File: src/rtl/tpts_pkg.sv
// shared types, codes and constants of the tick priority task scheduler
package tpts_pkg;

    // default number of task slots
    localparam int MAX_TASKS_DEF = 8;

    // item modes
    localparam logic [1:0] MODE_ADD  = 2'd0;
    localparam logic [1:0] MODE_TICK = 2'd1;
    localparam logic [1:0] MODE_DONE = 2'd2;

    // result status codes
    localparam logic [1:0] STAT_OK       = 2'd0;
    localparam logic [1:0] STAT_USED     = 2'd1;
    localparam logic [1:0] STAT_NO_READY = 2'd2;
    localparam logic [1:0] STAT_NO_CUR   = 2'd3;

    // countdown limits
    localparam logic signed [15:0] COUNT_MIN = 16'sh8000;
    localparam logic signed [15:0] COUNT_MAX = 16'sh7FFF;

    // one slot table entry
    typedef struct packed {
        logic [7:0]         prio;
        logic [14:0]        period;
        logic signed [15:0] countdown;
    } slot_entry_t;

    localparam int SLOT_ENTRY_W = $bits(slot_entry_t);

    // sequencer states
    typedef enum logic [3:0] {
        ST_IDLE,
        ST_ADD_ORD,
        ST_ADD_SLT,
        ST_ADD_CMP,
        ST_TICK,
        ST_TICK_LAST,
        ST_DONE_RD,
        ST_DONE_WR,
        ST_SEL,
        ST_RESP
    } state_t;

endpackage

File: src/rtl/tpts_ram.sv
// generic single write port, single read port ram with registered read
module tpts_ram #(
    parameter int WIDTH = 8,
    parameter int DEPTH = 8
) (
    input  logic                     aclk,
    input  logic                     we,
    input  logic [$clog2(DEPTH)-1:0] waddr,
    input  logic [WIDTH-1:0]         wdata,
    input  logic [$clog2(DEPTH)-1:0] raddr,
    output logic [WIDTH-1:0]         rdata
);

    logic [WIDTH-1:0] mem [DEPTH];

    // write port
    always_ff @(posedge aclk) begin
        if (we) begin
            mem[waddr] <= wdata;
        end
    end

    // registered read port
    always_ff @(posedge aclk) begin
        rdata <= mem[raddr];
    end

endmodule

File: src/rtl/tick_priority_task_scheduler_unit.sv
// fixed priority periodic task scheduler: slot table and priority order list in ram
//
// Every item gives exactly one result. Slot data (priority, period, countdown) lives in
// one ram, the priority-ordered list of used slots in a second; both have one read and
// one write port with a registered read, and every operation is a sequence of reads
// and write-backs through them. A refused add (slot used, out of range or table full),
// a done without a current task and the unused mode go straight to the response. An
// add writes the slot entry, then walks the order list from the tail, moving back every
// entry of lower priority, and puts the new slot behind the first entry of equal or
// higher priority, or at the head of the list. A tick walks all MAX_TASKS slots through
// the slot ram, one a cycle, and decrements the countdown of each used slot; a
// task-done adds the period to the current task's countdown in a read-modify-write;
// both then run a selection. A selection streams the order list through both rams
// and ends at the first listed slot whose countdown is zero or negative, if any. The
// result is then placed in an output register; a new item is taken as soon as the
// sequencer is idle, even while that result still waits for m_ready.
module tick_priority_task_scheduler_unit
    import tpts_pkg::*;
#(
    parameter int MAX_TASKS = MAX_TASKS_DEF
) (
    input  logic               aclk,
    input  logic               aresetn,
    // item input
    input  logic               s_valid,
    output logic               s_ready,
    input  logic [1:0]         s_mode,
    input  logic [2:0]         s_slot,
    input  logic [7:0]         s_priority_req,
    input  logic [14:0]        s_period,
    input  logic signed [15:0] s_start_count,
    // result output
    output logic               m_valid,
    input  logic               m_ready,
    output logic [2:0]         m_current_slot,
    output logic               m_switched,
    output logic [1:0]         m_status
);

    localparam int SW   = $clog2(MAX_TASKS);
    localparam int CNTW = $clog2(MAX_TASKS + 1);
    localparam int CW   = (SW > 3) ? SW : 3;

    state_t state_reg, state_next;

    logic [MAX_TASKS-1:0] slot_used_reg, slot_used_next;
    logic [CNTW-1:0]      task_count_reg, task_count_next;
    logic [SW-1:0]        running_slot_reg, running_slot_next;
    logic                 running_valid_reg, running_valid_next;

    logic [SW-1:0] add_slot_reg, add_slot_next;
    logic [7:0]    add_prio_reg, add_prio_next;
    logic [SW-1:0] ins_pos_reg, ins_pos_next;
    logic [SW-1:0] ins_hold_reg, ins_hold_next;

    logic [SW-1:0] tick_idx_reg, tick_idx_next;
    logic          wb_v_reg, wb_v_next;
    logic [SW-1:0] wb_idx_reg, wb_idx_next;

    logic [SW-1:0] sel_pos_reg, sel_pos_next;
    logic          issue_done_reg, issue_done_next;
    logic          s1_v_reg, s1_v_next;
    logic          s1_last_reg, s1_last_next;
    logic          s2_v_reg, s2_v_next;
    logic          s2_last_reg, s2_last_next;
    logic [SW-1:0] s2_slot_reg, s2_slot_next;

    logic [1:0] res_status_reg, res_status_next;
    logic       res_switched_reg, res_switched_next;

    logic       m_valid_reg, m_valid_next;
    logic [2:0] m_current_slot_reg, m_current_slot_next;
    logic       m_switched_reg, m_switched_next;
    logic [1:0] m_status_reg, m_status_next;

    // ram ports
    logic                    slot_we;
    logic [SW-1:0]           slot_waddr, slot_raddr;
    slot_entry_t             slot_wentry, slot_rentry;
    logic [SLOT_ENTRY_W-1:0] slot_rdata;
    logic                    ord_we;
    logic [SW-1:0]           ord_waddr, ord_raddr, ord_wdata, ord_rdata;

    // decoded input and helpers
    logic              accept;
    logic [CW-1:0]     slot_ext;
    logic [SW-1:0]     in_idx;
    logic              in_range;
    logic              add_ok;
    logic              out_free;
    logic              sel_hit;
    logic              sel_miss;
    logic              sel_issue;
    logic              sel_is_last;
    logic              tick_is_last;
    logic signed [16:0] done_sum;
    logic signed [15:0] done_count;
    logic signed [15:0] tick_count;
    logic [CW-1:0]     run_ext;

    assign slot_rentry = slot_entry_t'(slot_rdata);

    assign s_ready  = (state_reg == ST_IDLE);
    assign accept   = s_valid && s_ready;
    assign slot_ext = CW'(s_slot);
    assign in_idx   = slot_ext[SW-1:0];
    assign in_range = ({29'd0, s_slot} < MAX_TASKS);
    assign add_ok   = in_range && !slot_used_reg[in_idx]
                      && (task_count_reg < CNTW'(MAX_TASKS));
    assign out_free = !m_valid_reg || m_ready;

    // selection pipeline: hit at the second stage ends the walk
    assign sel_hit     = (state_reg == ST_SEL) && s2_v_reg
                         && (slot_rentry.countdown[15] || (slot_rentry.countdown == 16'sd0));
    assign sel_miss    = (state_reg == ST_SEL)
                         && ((task_count_reg == '0) || (s2_v_reg && s2_last_reg && !sel_hit));
    assign sel_issue   = (state_reg == ST_SEL) && !issue_done_reg && (task_count_reg != '0);
    assign sel_is_last = ((CNTW'(sel_pos_reg) + CNTW'(1)) == task_count_reg);

    assign tick_is_last = (tick_idx_reg == SW'(MAX_TASKS - 1));

    // saturating countdown updates
    assign done_sum   = {slot_rentry.countdown[15], slot_rentry.countdown}
                        + $signed({2'b00, slot_rentry.period});
    assign done_count = (done_sum > $signed({1'b0, COUNT_MAX})) ? COUNT_MAX : done_sum[15:0];
    assign tick_count = (slot_rentry.countdown == COUNT_MIN) ? COUNT_MIN
                        : slot_rentry.countdown - 16'sd1;

    assign run_ext = CW'(running_slot_reg);

    // slot table
    tpts_ram #(
        .WIDTH (SLOT_ENTRY_W),
        .DEPTH (MAX_TASKS)
    ) u_slot_ram (
        .aclk  (aclk),
        .we    (slot_we),
        .waddr (slot_waddr),
        .wdata (slot_wentry),
        .raddr (slot_raddr),
        .rdata (slot_rdata)
    );

    // priority order list
    tpts_ram #(
        .WIDTH (SW),
        .DEPTH (MAX_TASKS)
    ) u_order_ram (
        .aclk  (aclk),
        .we    (ord_we),
        .waddr (ord_waddr),
        .wdata (ord_wdata),
        .raddr (ord_raddr),
        .rdata (ord_rdata)
    );

    // next state
    always_comb begin
        state_next = state_reg;
        case (state_reg)
            ST_IDLE: begin
                if (accept) begin
                    case (s_mode)
                        MODE_ADD:  state_next = add_ok ? ST_ADD_ORD : ST_RESP;
                        MODE_TICK: state_next = ST_TICK;
                        MODE_DONE: state_next = running_valid_reg ? ST_DONE_RD : ST_RESP;
                        default:   state_next = ST_RESP;
                    endcase
                end
            end
            ST_ADD_ORD: begin
                state_next = (ins_pos_reg == '0) ? ST_RESP : ST_ADD_SLT;
            end
            ST_ADD_SLT: state_next = ST_ADD_CMP;
            ST_ADD_CMP: begin
                state_next = (add_prio_reg >= slot_rentry.prio) ? ST_RESP : ST_ADD_ORD;
            end
            ST_TICK:      state_next = tick_is_last ? ST_TICK_LAST : ST_TICK;
            ST_TICK_LAST: state_next = ST_SEL;
            ST_DONE_RD:   state_next = ST_DONE_WR;
            ST_DONE_WR:   state_next = ST_SEL;
            ST_SEL: begin
                if (sel_hit || sel_miss) begin
                    state_next = ST_RESP;
                end
            end
            ST_RESP: begin
                if (out_free) begin
                    state_next = ST_IDLE;
                end
            end
            default: state_next = ST_IDLE;
        endcase
    end

    // datapath, ram controls and register next values
    always_comb begin
        slot_used_next      = slot_used_reg;
        task_count_next     = task_count_reg;
        running_slot_next   = running_slot_reg;
        running_valid_next  = running_valid_reg;
        add_slot_next       = add_slot_reg;
        add_prio_next       = add_prio_reg;
        ins_pos_next        = ins_pos_reg;
        ins_hold_next       = ins_hold_reg;
        tick_idx_next       = '0;
        wb_v_next           = 1'b0;
        wb_idx_next         = tick_idx_reg;
        sel_pos_next        = '0;
        issue_done_next     = 1'b0;
        s1_v_next           = 1'b0;
        s1_last_next        = sel_is_last;
        s2_v_next           = 1'b0;
        s2_last_next        = s1_last_reg;
        s2_slot_next        = ord_rdata;
        res_status_next     = res_status_reg;
        res_switched_next   = res_switched_reg;
        m_valid_next        = m_valid_reg && !m_ready;
        m_current_slot_next = m_current_slot_reg;
        m_switched_next     = m_switched_reg;
        m_status_next       = m_status_reg;

        slot_we     = 1'b0;
        slot_waddr  = in_idx;
        slot_wentry = slot_rentry;
        slot_raddr  = '0;
        ord_we      = 1'b0;
        ord_waddr   = ins_pos_reg;
        ord_wdata   = add_slot_reg;
        ord_raddr   = '0;

        case (state_reg)
            // decode the item, write a new slot entry at once
            ST_IDLE: begin
                if (accept) begin
                    res_switched_next = 1'b0;
                    res_status_next   = STAT_OK;
                    add_slot_next     = in_idx;
                    add_prio_next     = s_priority_req;
                    ins_pos_next      = task_count_reg[SW-1:0];
                    case (s_mode)
                        MODE_ADD: begin
                            if (add_ok) begin
                                slot_we                  = 1'b1;
                                slot_waddr               = in_idx;
                                slot_wentry.prio         = s_priority_req;
                                slot_wentry.period       = s_period;
                                slot_wentry.countdown    = s_start_count;
                                slot_used_next[in_idx]   = 1'b1;
                                task_count_next          = task_count_reg + CNTW'(1);
                            end else begin
                                res_status_next = STAT_USED;
                            end
                        end
                        MODE_DONE: begin
                            if (!running_valid_reg) begin
                                res_status_next = STAT_NO_CUR;
                            end
                        end
                        default: begin
                        end
                    endcase
                end
            end
            // insertion from the tail: read the entry in front, or write the new slot at the head
            ST_ADD_ORD: begin
                ord_raddr = ins_pos_reg - SW'(1);
                if (ins_pos_reg == '0) begin
                    ord_we    = 1'b1;
                    ord_waddr = '0;
                    ord_wdata = add_slot_reg;
                end
            end
            ST_ADD_SLT: begin
                slot_raddr    = ord_rdata;
                ins_hold_next = ord_rdata;
            end
            // stop behind equal or higher priority, else move the entry back
            ST_ADD_CMP: begin
                ord_we    = 1'b1;
                ord_waddr = ins_pos_reg;
                if (add_prio_reg >= slot_rentry.prio) begin
                    ord_wdata = add_slot_reg;
                end else begin
                    ord_wdata    = ins_hold_reg;
                    ins_pos_next = ins_pos_reg - SW'(1);
                end
            end
            // tick: stream all slots, write each back in the cycle after its read
            ST_TICK, ST_TICK_LAST: begin
                slot_raddr    = tick_idx_reg;
                tick_idx_next = tick_idx_reg + SW'(1);
                wb_v_next     = (state_reg == ST_TICK);
                if (wb_v_reg && slot_used_reg[wb_idx_reg]) begin
                    slot_we               = 1'b1;
                    slot_waddr            = wb_idx_reg;
                    slot_wentry           = slot_rentry;
                    slot_wentry.countdown = tick_count;
                end
            end
            // done: add the period to the current countdown
            ST_DONE_RD: begin
                slot_raddr = running_slot_reg;
            end
            ST_DONE_WR: begin
                slot_we               = 1'b1;
                slot_waddr            = running_slot_reg;
                slot_wentry           = slot_rentry;
                slot_wentry.countdown = done_count;
            end
            // selection walk over the order list
            ST_SEL: begin
                ord_raddr       = sel_pos_reg;
                slot_raddr      = ord_rdata;
                s1_v_next       = sel_issue;
                s2_v_next       = s1_v_reg;
                sel_pos_next    = sel_pos_reg + SW'(1);
                issue_done_next = issue_done_reg || (sel_issue && sel_is_last);
                if (sel_hit) begin
                    res_status_next    = STAT_OK;
                    res_switched_next  = !running_valid_reg
                                         || (running_slot_reg != s2_slot_reg);
                    running_slot_next  = s2_slot_reg;
                    running_valid_next = 1'b1;
                end else if (sel_miss) begin
                    res_status_next   = STAT_NO_READY;
                    res_switched_next = 1'b0;
                end
            end
            // hand the result to the output register
            ST_RESP: begin
                if (out_free) begin
                    m_valid_next        = 1'b1;
                    m_current_slot_next = running_valid_reg ? run_ext[2:0] : 3'd0;
                    m_switched_next     = res_switched_reg;
                    m_status_next       = res_status_reg;
                end
            end
            default: begin
            end
        endcase
    end

    // control registers
    always_ff @(posedge aclk) begin
        if (!aresetn) begin
            state_reg         <= ST_IDLE;
            slot_used_reg     <= '0;
            task_count_reg    <= '0;
            running_slot_reg  <= '0;
            running_valid_reg <= 1'b0;
            wb_v_reg          <= 1'b0;
            issue_done_reg    <= 1'b0;
            s1_v_reg          <= 1'b0;
            s2_v_reg          <= 1'b0;
            m_valid_reg       <= 1'b0;
        end else begin
            state_reg         <= state_next;
            slot_used_reg     <= slot_used_next;
            task_count_reg    <= task_count_next;
            running_slot_reg  <= running_slot_next;
            running_valid_reg <= running_valid_next;
            wb_v_reg          <= wb_v_next;
            issue_done_reg    <= issue_done_next;
            s1_v_reg          <= s1_v_next;
            s2_v_reg          <= s2_v_next;
            m_valid_reg       <= m_valid_next;
        end
    end

    // payload registers
    always_ff @(posedge aclk) begin
        add_slot_reg       <= add_slot_next;
        add_prio_reg       <= add_prio_next;
        ins_pos_reg        <= ins_pos_next;
        ins_hold_reg       <= ins_hold_next;
        tick_idx_reg       <= tick_idx_next;
        wb_idx_reg         <= wb_idx_next;
        sel_pos_reg        <= sel_pos_next;
        s1_last_reg        <= s1_last_next;
        s2_last_reg        <= s2_last_next;
        s2_slot_reg        <= s2_slot_next;
        res_status_reg     <= res_status_next;
        res_switched_reg   <= res_switched_next;
        m_current_slot_reg <= m_current_slot_next;
        m_switched_reg     <= m_switched_next;
        m_status_reg       <= m_status_next;
    end

    assign m_valid        = m_valid_reg;
    assign m_current_slot = m_current_slot_reg;
    assign m_switched     = m_switched_reg;
    assign m_status       = m_status_reg;

endmodule
File: config.mk
export PLATFORM = sky130hd
export DESIGN_NAME = tick_priority_task_scheduler_unit
export DESIGN_NICKNAME = d
export VERILOG_FILES = /design/src/rtl/tpts_pkg.sv /design/src/rtl/tpts_ram.sv /design/src/rtl/tick_priority_task_scheduler_unit.sv
export SDC_FILE = /design/constraint.sdc
export NUM_CORES = 1
export LEC_CHECK = 0
export ABC_AREA = 1
export BUFFER_PORTS_ARGS = -buffer_cell sky130_fd_sc_hd__buf_2
export CAP_MARGIN = 10
export CORE_ASPECT_RATIO = 2
export CORE_MARGIN = 10
export CORE_UTILIZATION = 30
export CTS_CLUSTER_DIAMETER = 200
export DETAILED_ROUTE_END_ITERATION = 8
export GPL_TIMING_DRIVEN = 0
export HOLD_SLACK_MARGIN = 0.02
export PLACE_DENSITY = 0.41
export RECOVER_POWER = 100
export SETUP_SLACK_MARGIN = 0.5
export SLEW_MARGIN = 40
export SYNTH_ARGS = -nofsm -noshare
export SYNTH_HDL_FRONTEND = slang
export SYNTH_SLANG_ARGS = --single-unit
File: constraint.sdc
create_clock -name aclk -period 10.9 [get_ports aclk]
set_input_delay 2.18 -clock aclk [delete_from_list [all_inputs] [get_ports aclk]]
set_output_delay 2.18 -clock aclk [all_outputs]
set_load 0.01 [all_outputs]
# Word level (Yosys, flattened, before mapping)
# Memories as Yosys holds them, arrays and structs flattened. A register that Yosys moved wholly into a read port is not among the register bits.
# Cells that the tools add are included.
[classes] add_sub_neg=7 order_cmp=6 n_eq_ne=20 n_mux=58 n_bitwise=1 n_reduce_logical=45
[op_table] operator="two-way mux 39 bit" count=3
[op_table] operator="one-hot mux 39 bit (3 select lines)" count=1
[op_table] operator="two-way mux 16 bit" count=3
[op_table] operator="one-hot mux 4 bit (9 select lines)" count=1
[op_table] operator="two-way mux 4 bit" count=7
[op_table] operator="two-way mux 3 bit" count=7
[op_table] operator="two-way mux 1 bit" count=19
[op_table] operator="one-hot mux 3 bit (2 select lines)" count=3
[op_table] operator="adder 16 x 16 -> 17 bit" count=1
[op_table] operator="> comparator 17 x 16 -> 1 bit (second input constant)" count=1
[op_table] operator="equality test 16 bit (second input constant)" count=1
[op_table] operator="equality test 4 x 3 -> 1 bit (second input constant)" count=4
[op_table] operator="logical NOT 16 bit" count=1
[op_table] operator="subtractor 16 x 2 -> 16 bit (second input constant)" count=1
[op_table] operator="logical AND 1 bit" count=13
[op_table] operator="one-hot mux 4 bit (3 select lines)" count=1
[op_table] operator="AND reduction 2 bit" count=5
[op_table] operator="one-hot mux 3 bit (3 select lines)" count=1
[op_table] operator="AND reduction 3 bit" count=3
[op_table] operator="equality test 4 x 2 -> 1 bit (second input constant)" count=2
[op_table] operator="equality test 4 bit (second input constant)" count=2
[op_table] operator="greater-or-equal comparator 8 bit" count=1
[op_table] operator="logical NOT 4 bit" count=2
[op_table] operator="< comparator 3 x 4 -> 1 bit (second input constant)" count=2
[op_table] operator="other kinds (30)" count=52
[word_totals] register_bits=65 mem_bits_rw=336 in_bits=48 out_inout_bits=8 wordCells=164 memories=2
[mem_list] name="u_slot_ram.mem" depth=8 width=39 rd=1 rd_clocked_by_memory_dff=1 wr=1 line_no="tpts_ram.sv:14" text="logic [WIDTH-1:0] mem [DEPTH];"
[mem_list] name="u_order_ram.mem" depth=8 width=3 rd=1 rd_clocked_by_memory_dff=1 wr=1 line_no="tpts_ram.sv:14"

# Longest topological paths before layout
[logic_depth] ltp_word=10 mapped_depth=16

# Modules after synthesis
# From an unflattened synthesis, not the netlist that was laid out.
[unflattened] cells_unflattened=2348 area_unflattened_um2=20915.1
[by_module_without_submodules] mod="tpts_ram (u_slot_ram)" instances=1 cells_each=1405 area_each_um2=14371.3 seq_area_each_um2=10149.7
[by_module_without_submodules] mod="tick_priority_task_scheduler_unit" instances=1 cells_each=819 area_each_um2=5366.4 seq_area_each_um2=1561.5
[by_module_without_submodules] mod="tpts_ram (u_order_ram)" instances=1 cells_each=124 area_each_um2=1177.4 seq_area_each_um2=780.7

# Worst setup path after synthesis
# Ideal clock, no wire load.
[synth_timing] kind="input to register" from="in s_slot[0]" to="mem u_slot_ram.mem[7][0] (netlist bit) (enable)" setup_ns=0.436 arrival_time_ns=4.964 slack_ns=5.501 path_stages=12 path_buffers=2 path_cell_list="buf_4 > inv_1 > nand3_1 > inv_2 > nand2_1 > nand3_1 > nor2_1 > nand3_1 > buf_4 > nand3b_1 > nand3_1 > nor2_1"
[synth_between] elab_chain_cells=10 elab_cells_between_ends=12 cone_classes="10 x mux; 2 x reduce/logical"
[synth_lines] element="start: declaration" line_no="tick_priority_task_scheduler_unit.sv:28" text="input logic [2:0] s_slot,"
[synth_lines] element="binary-select mux 1 bit (select 3 bit)" line_no="tick_priority_task_scheduler_unit.sv:108" text="assign add_ok = in_range && !slot_used_reg[in_idx]"
[synth_lines] element="two-way mux 1 bit (implied by the code)" line_no="tick_priority_task_scheduler_unit.sv:108"
[synth_lines] element="logical NOT 1 bit" line_no="tick_priority_task_scheduler_unit.sv:108"
[synth_lines] element="logical AND 1 bit" line_no="tick_priority_task_scheduler_unit.sv:109" text="&& (task_count_reg < CNTW'(MAX_TASKS));"
[synth_lines] element="two-way mux 1 bit" line_no="tick_priority_task_scheduler_unit.sv:243" text="if (add_ok) begin"
[synth_lines] element="two-way mux 1 bit" line_no="tick_priority_task_scheduler_unit.sv:241" text="case (s_mode)"
[synth_lines] element="two-way mux 1 bit" line_no="tick_priority_task_scheduler_unit.sv:235" text="if (accept) begin"
[synth_lines] element="one-hot mux 1 bit (3 select lines)" line_no="tick_priority_task_scheduler_unit.sv:232" text="case (state_reg)"
[synth_lines] element="two-way mux 1 bit" line_no="tpts_ram.sv:18" text="if (we) begin"
[synth_lines] element="two-way mux 1 bit (implied by the code)" line_no="tpts_ram.sv:19" text="mem[waddr] <= wdata;"
[synth_lines] element="end: declaration" line_no="tpts_ram.sv:14"
# Several ways; a longest one is shown, not always the timed one. The select of a mux whose other input is x is not followed.

# Worst setup path in the final report
[layout_timing] from="in s_slot[1]" to="mem u_slot_ram.mem[7][32] (netlist bit) (enable)"
# Same word-level chain as after synthesis.

==> flow_metrics.env <==
export IMPL_status="finished, final reports clean"
export IMPL_hp_class="reg2reg"
export IMPL_finalCriticalPeriod_ps=7720
export IMPL_syn_area_sq_um=19400
export IMPL_io_buffers=55
export IMPL_routed_wl_mm=65.2
export IMPL_area_growth_pct=13.7
export IMPL_synth_edf_count=362
export IMPL_finalHoldViolations=0
export IMPL_seqCellArea_sq_um=12500
export IMPL_vias=14100
export IMPL_wire_per_inst_um=22.9
export IMPL_ys_seq_area_frac=0.645
export IMPL_tightest_slew_ps=1190
export IMPL_ys_warn_count=0
export IMPL_p_sw_w=0.00252
export IMPL_dr_pass1_iters=5
export IMPL_syn_area_per_cell_sq_um=10.3
export IMPL_drive_gt1_frac=0.0786
export IMPL_p_int_w=0.00375
export IMPL_die_h_um=379
export IMPL_crit_fanout=12
export IMPL_cts_hold_buf=0
export IMPL_fin_skew_ps=37.8
export IMPL_pwr_share_comb=0.364
export IMPL_worstSetupPathType="in2reg"
export IMPL_period_share=0.708
export IMPL_fin_ws_ps=3180
export IMPL_grt_max_degree=16
export IMPL_clk_latency_ps=600
export IMPL_synth_cell_types=46
export IMPL_detail_route_antenna_nets=0
export IMPL_path_cells="clkbuf_1, clkbuf_1, inv_1, nand4_1, nand2_1, nor2_1, nand3_1, clkbuf_1, nand3b_1, nand3_1, nor2_1, clkbuf_1, clkbuf_1, clkbuf_1"
export IMPL_drcViolationCount=0
export IMPL_power_density_nw_per_um2=284
export IMPL_start_kind="input port"
export IMPL_met3_usage=0.0188
export IMPL_setup_viol=0
export IMPL_ys_ff_latch=443
export IMPL_via_per_inst=4.94
export IMPL_cpPeakStageDelay_ps=840
export IMPL_slew_headroom=0.204
export IMPL_crit_required_ps=11130
export IMPL_cts_tree="done"
export IMPL_gr_usage_met1=0.177
export IMPL_grt_use_total=0.173
export IMPL_async_flop_share=0
export IMPL_endpoint_kind="register"
export IMPL_top_regs="u_slot_ram.mem x312, u_slot_ram.rdata x39, u_order_ram.mem x24"
export IMPL_fin_tns_setup_ps=0
export IMPL_max_freq_mhz=130
export IMPL_initial_core_util=0.303
export IMPL_die_w_um=200
export IMPL_synth_nets=1968
export IMPL_cts_sinks=443
export IMPL_grt_busiest_layer="met2"
export IMPL_coreArea_sq_um=63900
export IMPL_worst_path_dominant_cell_family="buffers and inverters"
export IMPL_power_leakage_nw=8.20
export IMPL_numCtsBuffers=43
export IMPL_critical_path_buf_inv_count=7
export IMPL_multi_input_area_sq_um=5900
export IMPL_std_cell_rows=131
export IMPL_switching_share=0.401
export IMPL_seqPwrFrac=0.397
export IMPL_clk_path_buf_depth=3
export IMPL_synth_ff_type="edfxtp_1"
export IMPL_die_area_sq_um=75800
export IMPL_grt_pass1_vias=14300
export IMPL_cap_violations=0
export IMPL_synthCells=1888
export IMPL_n_fill_cell=6519
export IMPL_rsz0062_at_grt="false"
export IMPL_cts_root_buf="clkbuf_16"
export IMPL_cpMostUsedCell="clkbuf_1"
export IMPL_post_cts_setup_buffers=0
export IMPL_gp_congestion=0.880
export IMPL_num_antenna_cells=0
export IMPL_top_register="u_slot_ram.mem"
export IMPL_grt_pass1_wl_mm=94.8
export IMPL_cts_resized=0
export IMPL_slowest_stage="nor2_1"
export IMPL_drtIter0Drc=844
export IMPL_clk_pin_slew_ps=60
export IMPL_ios=56
export IMPL_nets=2093
export IMPL_report_final_slew_viol_count=0
export IMPL_overflow=0
export IMPL_dp_slack_ps=5050
export IMPL_ir_drop_v=0.000137
export IMPL_dp_hpwl_mm=48.1
export IMPL_largest_reg_flops=312
export IMPL_antenna_found_initial=3
export IMPL_clkPwrFrac=0.239
export IMPL_arrival_ps=7950
export IMPL_globalRouteMet2Util=0.340
export IMPL_h_tree_depth=2
-- layout by cell type, fill, tap and decap left out, types with 15 or more instances in the layout --
cell,n
a21oi_1,88
buf_2,81
clkbuf_1,88
clkbuf_16,43
dfxtp_1,81
edfxtp_1,362
ha_1,31
inv_1,140
mux2i_1,15
nand2_1,386
nand3_1,62
nand4_1,28
nor2_1,253
o21ai_0,113
o21ai_1,105
o22ai_1,47
-- worst paths after layout --
check | start | endpoint | slack, ps | depth (start not counted)
min reg2reg | s1_last_reg$_DFF_P_ | s2_last_reg$_DFF_P_ | 330 | 0
min | s1_last_reg$_DFF_P_ | s2_last_reg$_DFF_P_ | 330 | 0
max | s_slot[1] | u_slot_ram.mem[7][32]$_DFFE_PP_ | 3180 | 14
max reg2reg | state_reg[2]$_SDFFE_PN0P_ | u_slot_ram.mem[2][2]$_DFFE_PP_ | 5250 | 13
-- per-layer routing --
layer / share of wire / wire [um]
met2: 0.56 / 36300
met5: 0 / 0
met3: 0.039 / 2520
met1: 0.36 / 23800
met4: 0.040 / 2620
-- synthesized netlist by cell type (all sizes together), types with 10 or more instances --
master | instances | area share
xnor2 | 10 | 0.0045
dfxtp | 81 | 0.084
inv | 150 | 0.029
nand3 | 62 | 0.016
a21oi | 88 | 0.023
o21ai | 218 | 0.056
edfxtp | 362 | 0.56
clkbuf | 24 | 0.0046
o211ai | 12 | 0.0046
ha | 31 | 0.020
nor2 | 253 | 0.050
nand4 | 28 | 0.0090
buf | 57 | 0.016
o22ai | 48 | 0.016
nand2 | 389 | 0.077
nor3 | 13 | 0.0034
mux2i | 15 | 0.0077
-- through the flow --
step / util / instances / hold slack, ps / total power (W) / area [sq um]
detailed placement: 0.333 / 2766 / 323 / 0.00488 / 21300
global placement: 0.323 / 2741 / 314 / 0.00484 / 20700
finish: 0.345 / 2846 / 331 / 0.00627 / 22000
floorplan: - / 1888 / 310 / 0.00393 / 19400
global route: 0.345 / 2846 / 338 / 0.00665 / 22000
CTS: 0.354 / 2846 / 331 / 0.00639 / 22600
-- cell type report --
type | count | area share
sequential | 443 | 0.567
multi-input combinational | 1213 | 0.268
clock buffer | 55 | 0.0509
tap | 798 | 0.0453
inverter | 151 | 0.0257
buffer | 81 | 0.0168
timing repair buffer | 80 | 0.0158
clock inverter | 25 | 0.0108
-- cell families (layout without fill, tap and decap cells) --
logic type / count (synthesis) / count (layout) / share of synthesized area
adders and majority gates: 32 / 32 / 0.0210
buffers and inverters: 232 / 392 / 0.0495
DFF: 443 / 443 / 0.645
muxes: 21 / 21 / 0.0112
xor gates and xnor gates: 19 / 19 / 0.00859
AOI/OAI and AO/OA: 383 / 383 / 0.106
and+or+nand+nor: 758 / 758 / 0.159
-- power by group through the flow --
stage,logic [W],registers [W],clock network (W)
6_report,0.00228,0.00249,0.00150
5_1_grt,0.00255,0.00250,0.00159
4_1_cts,0.00236,0.00249,0.00153
3_5_place_dp,0.00235,0.00253,0
3_3_place_gp,0.00230,0.00253,0
2_1_floorplan,0.00152,0.00241,0
(Power assumes the default switching activity.)
